--- src/design/assert_macros.svh ---
// Assertion macros shared by the velocity reduction factor RTL.
// Depends on nothing; included by files that carry concurrent checks.
`ifndef ASSERT_MACROS_SVH
`define ASSERT_MACROS_SVH
`ifndef SYNTHESIS
`define VRF_ASSERT_IMP(label, clk, rst, a, c) \
  label: assert property (@(posedge clk) disable iff (rst) (a) |-> (c)) \
    else $error("vrf check failed");
`define VRF_ASSERT_NXT(label, clk, rst, a, c) \
  label: assert property (@(posedge clk) disable iff (rst) (a) |=> (c)) \
    else $error("vrf check failed");
`else
`define VRF_ASSERT_IMP(label, clk, rst, a, c)
`define VRF_ASSERT_NXT(label, clk, rst, a, c)
`endif
`endif

--- src/design/vrf_pkg.sv ---
// Types, segment codes, breakpoints and polynomial tables (Q.30).
// No dependencies; imported by every vrf module.
`timescale 1ns / 1ps
package vrf_pkg;
  localparam int QB    = 30;
  localparam int ACC_W = 36;
  localparam int Y_W   = 32;
  localparam int TAU_W = 34;
  localparam int QW    = 33;

  typedef logic signed [ACC_W-1:0] acc_t;
  typedef logic signed [Y_W-1:0]   y_t;
  typedef logic signed [TAU_W-1:0] ctr_t;

  typedef enum logic [2:0] {SEG_LOW, SEG_MID, SEG_R3, SEG_R4, SEG_R5, SEG_FAR} seg_t;

  localparam logic [TAU_W-1:0] BP1 = 34'd616730209;
  localparam logic [TAU_W-1:0] BP2 = 34'd1610612736;
  localparam logic [TAU_W-1:0] BP3 = 34'd2684354560;
  localparam logic [TAU_W-1:0] BP4 = 34'd5657231867;
  localparam logic [TAU_W-1:0] BP5 = 34'd12252549135;
  localparam acc_t Q_ONE = 36'sd1073741824;

  localparam acc_t POLY1 [5] = '{36'sd1073741824, -36'sd536870912, 36'sd178956971,
                                 -36'sd44739243, 36'sd8947849};
  localparam acc_t POLY2 [5] = '{36'sd678734282, 36'sd395007542, -36'sd197503771,
                                 36'sd65835924, -36'sd16458981};
  localparam acc_t POLY3 [5] = '{36'sd464213335, 36'sd637796362, -36'sd581260615,
                                 36'sd387507077, 36'sd0};
  localparam acc_t POLY4 [5] = '{36'sd297519323, 36'sd927832953, -36'sd695093649,
                                 -36'sd405471295, 36'sd2660905376};
  localparam acc_t POLY5 [5] = '{36'sd134172703, 36'sd1070500022, -36'sd92211265,
                                 -36'sd1229483533, -36'sd5901520961};

  function automatic acc_t coef(seg_t seg, logic [2:0] k);
    acc_t c;
    case (seg)
      SEG_LOW: c = POLY1[k];
      SEG_MID: c = POLY2[k];
      SEG_R3:  c = POLY3[k];
      SEG_R4:  c = POLY4[k];
      SEG_R5:  c = POLY5[k];
      default: c = '0;
    endcase
    return c;
  endfunction

  function automatic ctr_t centre(seg_t seg);
    ctr_t c;
    case (seg)
      SEG_R3:  c = 34'sd536870912;
      SEG_R4:  c = 34'sd306783378;
      SEG_R5:  c = 34'sd134217728;
      default: c = '0;
    endcase
    return c;
  endfunction
endpackage

--- src/design/vrf_sqrt.sv ---
// Pipelined digit-by-digit square root with round to nearest.
// Depends on vrf_pkg only through the common import convention.
`timescale 1ns / 1ps
module vrf_sqrt #(
  parameter int RB   = 17,
  parameter int SB_W = 1
) (
  input  logic              clk,
  input  logic              rst,
  input  logic              en,
  input  logic              in_valid,
  input  logic [2*RB-2:0]   v,
  input  logic [SB_W-1:0]   sb,
  output logic              out_valid,
  output logic [RB-1:0]     root,
  output logic [SB_W-1:0]   sb_out
);
  import vrf_pkg::*;
  localparam int VW = 2 * RB - 1;
  localparam int TW = VW + 2;

  logic            v_s    [RB+1];
  logic [VW-1:0]   rem_s  [RB+1];
  logic [RB-1:0]   root_s [RB+1];
  logic [SB_W-1:0] sb_s   [RB+1];
  logic            v_o;
  logic [RB-1:0]   root_o;
  logic [SB_W-1:0] sb_o;

  always_ff @(posedge clk) begin
    if (rst) begin
      v_s[0] <= 1'b0;
    end else if (en) begin
      v_s[0] <= in_valid;
    end
  end

  always_ff @(posedge clk) begin
    if (en) begin
      rem_s[0]  <= v;
      root_s[0] <= '0;
      sb_s[0]   <= sb;
    end
  end

  for (genvar j = 0; j < RB; j++) begin : g_bit
    localparam int B = RB - 1 - j;
    logic [TW-1:0] t;
    logic          ge;

    always_comb begin
      t  = (TW'(root_s[j]) << (B + 1)) + (TW'(1) << (2 * B));
      ge = TW'(rem_s[j]) >= t;
    end

    always_ff @(posedge clk) begin
      if (rst) begin
        v_s[j+1] <= 1'b0;
      end else if (en) begin
        v_s[j+1] <= v_s[j];
      end
    end

    always_ff @(posedge clk) begin
      if (en) begin
        rem_s[j+1]  <= ge ? rem_s[j] - t[VW-1:0] : rem_s[j];
        root_s[j+1] <= ge ? (root_s[j] | (RB'(1) << B)) : root_s[j];
        sb_s[j+1]   <= sb_s[j];
      end
    end
  end

  // round up when the remainder exceeds the floor root
  always_ff @(posedge clk) begin
    if (rst) begin
      v_o <= 1'b0;
    end else if (en) begin
      v_o <= v_s[RB];
    end
  end

  always_ff @(posedge clk) begin
    if (en) begin
      root_o <= root_s[RB] + RB'(rem_s[RB] > VW'(root_s[RB]));
      sb_o   <= sb_s[RB];
    end
  end

  assign out_valid = v_o;
  assign root      = root_o;
  assign sb_out    = sb_o;
endmodule

--- config.mk ---
export PLATFORM = sky130hd
export DESIGN_NAME = vrf_sqrt
export DESIGN_NICKNAME = d
export VERILOG_FILES = /design/src/design/assert_macros.svh /design/src/design/vrf_pkg.sv /design/src/design/vrf_sqrt.sv
export SDC_FILE = /design/constraint.sdc
export NUM_CORES = 1
export LEC_CHECK = 0
export ABC_AREA = 1
export BUFFER_PORTS_ARGS = -buffer_cell sky130_fd_sc_hd__buf_4
export CORE_UTILIZATION = 55
export DETAILED_ROUTE_END_ITERATION = 8
export PLACE_DENSITY_LB_ADDON = 0.08
export SYNTH_ARGS = -nofsm -noshare
export SYNTH_HDL_FRONTEND = slang
export SYNTH_SLANG_ARGS = --single-unit
--- constraint.sdc ---
create_clock -name clk -period 3.2 [get_ports clk]
set_input_delay 0 -clock clk [delete_from_list [all_inputs] [get_ports clk]]
set_output_delay 0 -clock clk [all_outputs]
set_load 0.005 [all_outputs]
# Word-level counts from Yosys, hierarchy flattened
# Memory sizes are Yosys's and may differ from the RTL's. A register that Yosys moved wholly into a read port is not among the register bits.
# Cells that the tools add are included.
# totals
reg_bits,17
mem_bits_rw,936
output_inout_bits,19
word_cells,134
mem_count,4
# memory_table
memory,depth,word_bits,rd,rd_ports_with_merged_regs,write_ports,line,rtl
rem_s,18,33,18,0,18,vrf_sqrt.sv:23,logic [VW-1:0] rem_s [RB+1];
root_s,18,17,18,0,18,vrf_sqrt.sv:24,logic [RB-1:0] root_s [RB+1];
sb_s,18,1,18,1,18,vrf_sqrt.sv:25,logic [SB_W-1:0] sb_s [RB+1];
v_s,18,1,18,1,18,vrf_sqrt.sv:22,logic v_s [RB+1];
# op_classes
n_addsub,35
magnitude_cmp,18
mux,58
n_bitwise,18
# ops
cell,n
33-bit two-way mux,17
33-bit subtractor,3
"34-bit by 33-bit adder with 35-bit output, second input constant",1
33-bit by 35-bit greater-or-equal comparator with 1-bit output,1
"33-bit by 31-bit adder with 34-bit output, second input constant",1
33-bit by 34-bit greater-or-equal comparator with 1-bit output,1
"32-bit by 29-bit adder with 33-bit output, second input constant",1
33-bit by 19-bit greater-or-equal comparator with 1-bit output,1
33-bit by 20-bit greater-or-equal comparator with 1-bit output,1
33-bit by 21-bit greater-or-equal comparator with 1-bit output,1
33-bit by 22-bit greater-or-equal comparator with 1-bit output,1
33-bit by 23-bit greater-or-equal comparator with 1-bit output,1
33-bit by 24-bit greater-or-equal comparator with 1-bit output,1
33-bit by 25-bit greater-or-equal comparator with 1-bit output,1
33-bit by 26-bit greater-or-equal comparator with 1-bit output,1
33-bit by 27-bit greater-or-equal comparator with 1-bit output,1
33-bit by 28-bit greater-or-equal comparator with 1-bit output,1
33-bit by 29-bit greater-or-equal comparator with 1-bit output,1
33-bit by 30-bit greater-or-equal comparator with 1-bit output,1
33-bit by 31-bit greater-or-equal comparator with 1-bit output,1
33-bit by 32-bit greater-or-equal comparator with 1-bit output,1
33-bit greater-or-equal comparator,1
33-bit by 17-bit greater-than comparator with 1-bit output,1
33-bit by 19-bit subtractor with 33-bit output,1
46 further kinds,87

# Depth between registers and ports, before layout
# depth
ltp_word,4
mapped_depth,18
mapped_depth_nobuf,18

# Worst setup path after synthesis
# No wires, ideal clock.
# synth_path
kind,register to register
start,memory root_s[17][12]
end,register root_o[15] (netlist: root[15]) (data pin)
setup_time_ns,0.260
arrival_ns,2.389
t_required_ns,2.940
setup_slack_ns,0.551
stages_incl_launch_ff,17
path_cell_list,edfxtp_1 inv_1 ha_1 nand2_1 nor3_1 nand4_1 nor2_1 nor2_1 nor2_1 ha_1 nand2_2 nor3_2 nand3_2 nor2_1 nand3_1 nor2_1 xor2_1
# synth_lines
element,line,rtl
"start, declared",vrf_sqrt.sv:24,
"end signal, assigned",vrf_sqrt.sv:84,root_o <= root_s[RB] + RB'(rem_s[RB] > VW'(root_s[RB]));
"end, declared",vrf_sqrt.sv:27,logic [RB-1:0] root_o;

==> metrics.yaml <==
critical_path:
  slowest_stage: "edfxtp_1"
  critPathMaxStageDelay_ns: 0.37
  crit_top_cell: "nor2_1"
  crit_required_ns: 3.62
  r2r_cells: 16
  critPathTopFamily: "simple AND/OR/NAND/NOR gates"
  worst_setup_path_start_kind: "flop"
  crit_buf_inv: 2
  critical_path_arrival_ns: 3.25
  worstSetupEndpointType: "flop"
  path_cells: "inv_1, ha_1, nand4_1, nor3_2, nand4_1, nor2_1, nor2_1, nor2_1, ha_1, nand2_2, nor3_2, buf_4, nand2_1, nor2_1, nand2_1, xor2_1"
  criticalPathCategory: "flop to flop"
  cp.depth: 16
  cp_max_fo: 4
global_route:
  antenna_found_initial: 1
  grt_pass1_wl_mm: 170
  gr-total-overflow: 0
  grt_pass1_vias: 30545
  grt_max_degree: 112
  grtUsageTotal_pct: 27.2
detailed_routing:
  ant_nets: 0
  num_vias: 32255
  wl_per_cell_um: 17.7
  drt_iter0_drc: 3012
  drcViolationCount: 0
  wl_mm: 109
  first_pass_iters: 6
  drt-vias-per-instance: 5.25
clocking:
  h-tree-depth: 3
  clk_path_buf_depth: 3
  clock_sinks: 802
  cts_setup_buffers: 0
  clk_latency_ns: 0.67
  cts_buffers: 84
  root_buffer: "clkbuf_16"
  cts.clk_slew.worst_paths_ns: 0.06
  tritoncts: "yes"
logic_synthesis:
  syn_nets: 5083
  ys_seq_area_share_pct: 55.3
  syn_inst: 4857
  ys_ff_latch: 802
  syn_area_um2: 43500
  ys_types: 49
  yosysWarnings: 0
  avgSynthCellArea_um2: 8.96
die:
  die_area_um2: 80200
  initial_utilization_pct: 55.9
  io_pins: 57
  die_h_um: 283
  dieWidth_um: 283
  core_um2: 77800
  num_rows: 102
power_and_ir_drop:
  switching_share_pct: 31.6
  ir_worst_vdd_uv: 649
  pwr-share-clk_pct: 32.6
  power_density_nw_per_um2: 655
  p_sw_mw: 10.1
  p_comb_share_pct: 22.7
  p_seq_share_pct: 44.7
  leakage_nw: 21.9
  p_int_mw: 21.8
sta:
  worst_slew_pin_slew_ns: 0.746
  post-route-period-util_pct: 88.4
  setup_viol: 0
  finClkSkew_ns: 0.0562
  tns_ns: 0
  hold_viol: 0
  slew_headroom_pct: 50.2
  min_period_ns: 2.83
  fmax_ghz: 0.353
  slew_viol_final: 0
  rsz0062_at_grt: "no"
placement:
  gp_congestion: 1.00
  port_buffers: 56
  dpl.hpwl_mm: 85.1
layout:
  synthToLayoutAreaGrowth_pct: 12.0
  fin_nets: 5262
  layout-drive-gt1-share_pct: 6.37
  fin_util_pct: 62.6
  n_fill_cell: 6695
worst_hold_path:
  whs_path_depth: 2
  min_path_type: "primary input to flop"
outcome:
  outcome: "complete, no violations"
flow_run:
  cap_violations: 0
==> timing repair <==
item                       in CTS  in global routing
hold buffers                   38                  0
gates resized for setup         0                  2
setup endpoints to repair       0                  5
hold endpoints to repair       83                  0
==> through the flow <==
stage | power (mW) | hold slack (ns) | cells | worst slack, ns | area (um2)
global placement | 21.6 | 0.174 | 5952 | 0.174 | 45300
CTS | 32.1 | 0.00656 | 6145 | 0.150 | 48700
global route | 33.6 | 0.0222 | 6145 | 0.0170 | 48700
floorplan | 19.2 | 0.0691 | 4857 | 0.551 | 43500
finish | 31.9 | 0.0434 | 6146 | 0.371 | 48700
detailed placement | 21.6 | 0.169 | 5952 | 0.157 | 45300
==> kinds of logic (layout without fill, tap and decap cells) <==
kind of cell | after synthesis | count (layout) | share of synthesized area, %
compound gates | 306 | 306 | 4.04
xor+xnor | 151 | 151 | 3.04
fa+ha+maj | 188 | 188 | 5.42
buf+inv | 835 | 1083 | 7.53
flops | 802 | 802 | 55.3
other cells | 1 | 2 | 0.00862
simple gates | 2574 | 2574 | 24.6
==> per-layer routing <==
layer	GRT usage, %	vias to the layer above	wire length (um)
met4	6.92	0	2270
li1	-	16224	-
met5	0	-	0
met3	3.56	139	6020
met2	44.1	891	50400
met1	38.6	15001	50300
==> sequential cells by signal (all words and copies together) (netlist names) <==
signal / count
v_s: 18
out_valid: 1
root_s: 153
sb_s: 18
root: 17
rem_s: 594
sb_out: 1
==> path summary, 6_finish.rpt <==
| check | slack, ns | to | from |
|---|---|---|---|
| setup / recovery | 0.37 | root[8]$_DFFE_PP_ | root_s[17][13]$_DFFE_PP_ |
| setup reg to reg | 0.37 | root[8]$_DFFE_PP_ | root_s[17][13]$_DFFE_PP_ |
| hold / removal | 0.04 | rem_s[0][5]$_DFFE_PP_ | v[5] |
| hold reg to reg | 0.40 | root_s[1][16]$_DFFE_PP_ | rem_s[0][32]$_DFFE_PP_ |
==> synth_stat cells (all sizes together) <==
library cell  count  share of area (%)
and2b             1              0.017
nor3             77               0.96
o21a              4              0.069
fa                1              0.046
and3              5              0.072
o31ai             1              0.017
o21bai           10               0.20
or2              19               0.27
nor4             19               0.27
xor2            111                2.2
a22oi             2              0.034
buf              33               0.61
inv             797                6.9
ha              187                5.4
nor2            486                4.3
a21o              6               0.10
dfxtp             1              0.046
a31oi             2              0.029
o211ai            2              0.034
edfxtp          801                 55
a21oi           178                2.3
nand3           321                3.8
o21ai            96                1.1
a211oi            3              0.092
nand2          1538                 13
xnor2            40               0.81
nand4            80                1.2
a21boi            2              0.034
conb              1             0.0086
nand3b           22               0.38
clkbuf            5              0.043
and2              6              0.086
==> cell type report <==
cell class / count / area, um2 / share of cell area, %
Sequential cell: 802 / 24100 / 49.4
Multi-Input combinational cell: 3220 / 16200 / 33.2
Inverter: 797 / 2990 / 6.14
Clock inverter: 63 / 871 / 1.79
Tap cell: 1040 / 1300 / 2.67
Timing Repair Buffer: 131 / 1190 / 2.43
Antenna cell: 1 / 2.50 / 0.00513
Clock buffer: 92 / 2140 / 4.40
==> cell usage in the layout, fill, tap and decap left out, drive strengths merged, types with 5 or more instances in the layout <==
| cell type | instances |
|---|---|
| clkinvlp | 7 |
| xnor2 | 40 |
| nor4 | 19 |
| buf | 93 |
| inv | 798 |
| ha | 187 |
| or2 | 19 |
| dlygate4sd3 | 38 |
| bufinv | 15 |
| o21bai | 10 |
| nor3 | 77 |
| edfxtp | 801 |
| and2 | 6 |
| a21oi | 178 |
| xor2 | 111 |
| nor2 | 486 |
| clkinv | 40 |
| clkbuf | 92 |
| nand3b | 22 |
| nand2 | 1538 |
| nand4 | 80 |
| o21ai | 96 |
| nand3 | 321 |
| a21o | 6 |
| and3 | 5 |
==> power groups by stage <==
stage | clock network, mW | registers (mW) | logic, mW
3_5_place_dp | 0 | 14.5 | 7.11
6_report | 10.4 | 14.3 | 7.26
5_1_grt | 11.0 | 14.4 | 8.23
2_1_floorplan | 0 | 14.0 | 5.20
3_3_place_gp | 0 | 14.5 | 7.08
4_1_cts | 10.6 | 14.3 | 7.20
(Power assumes the default switching activity.)
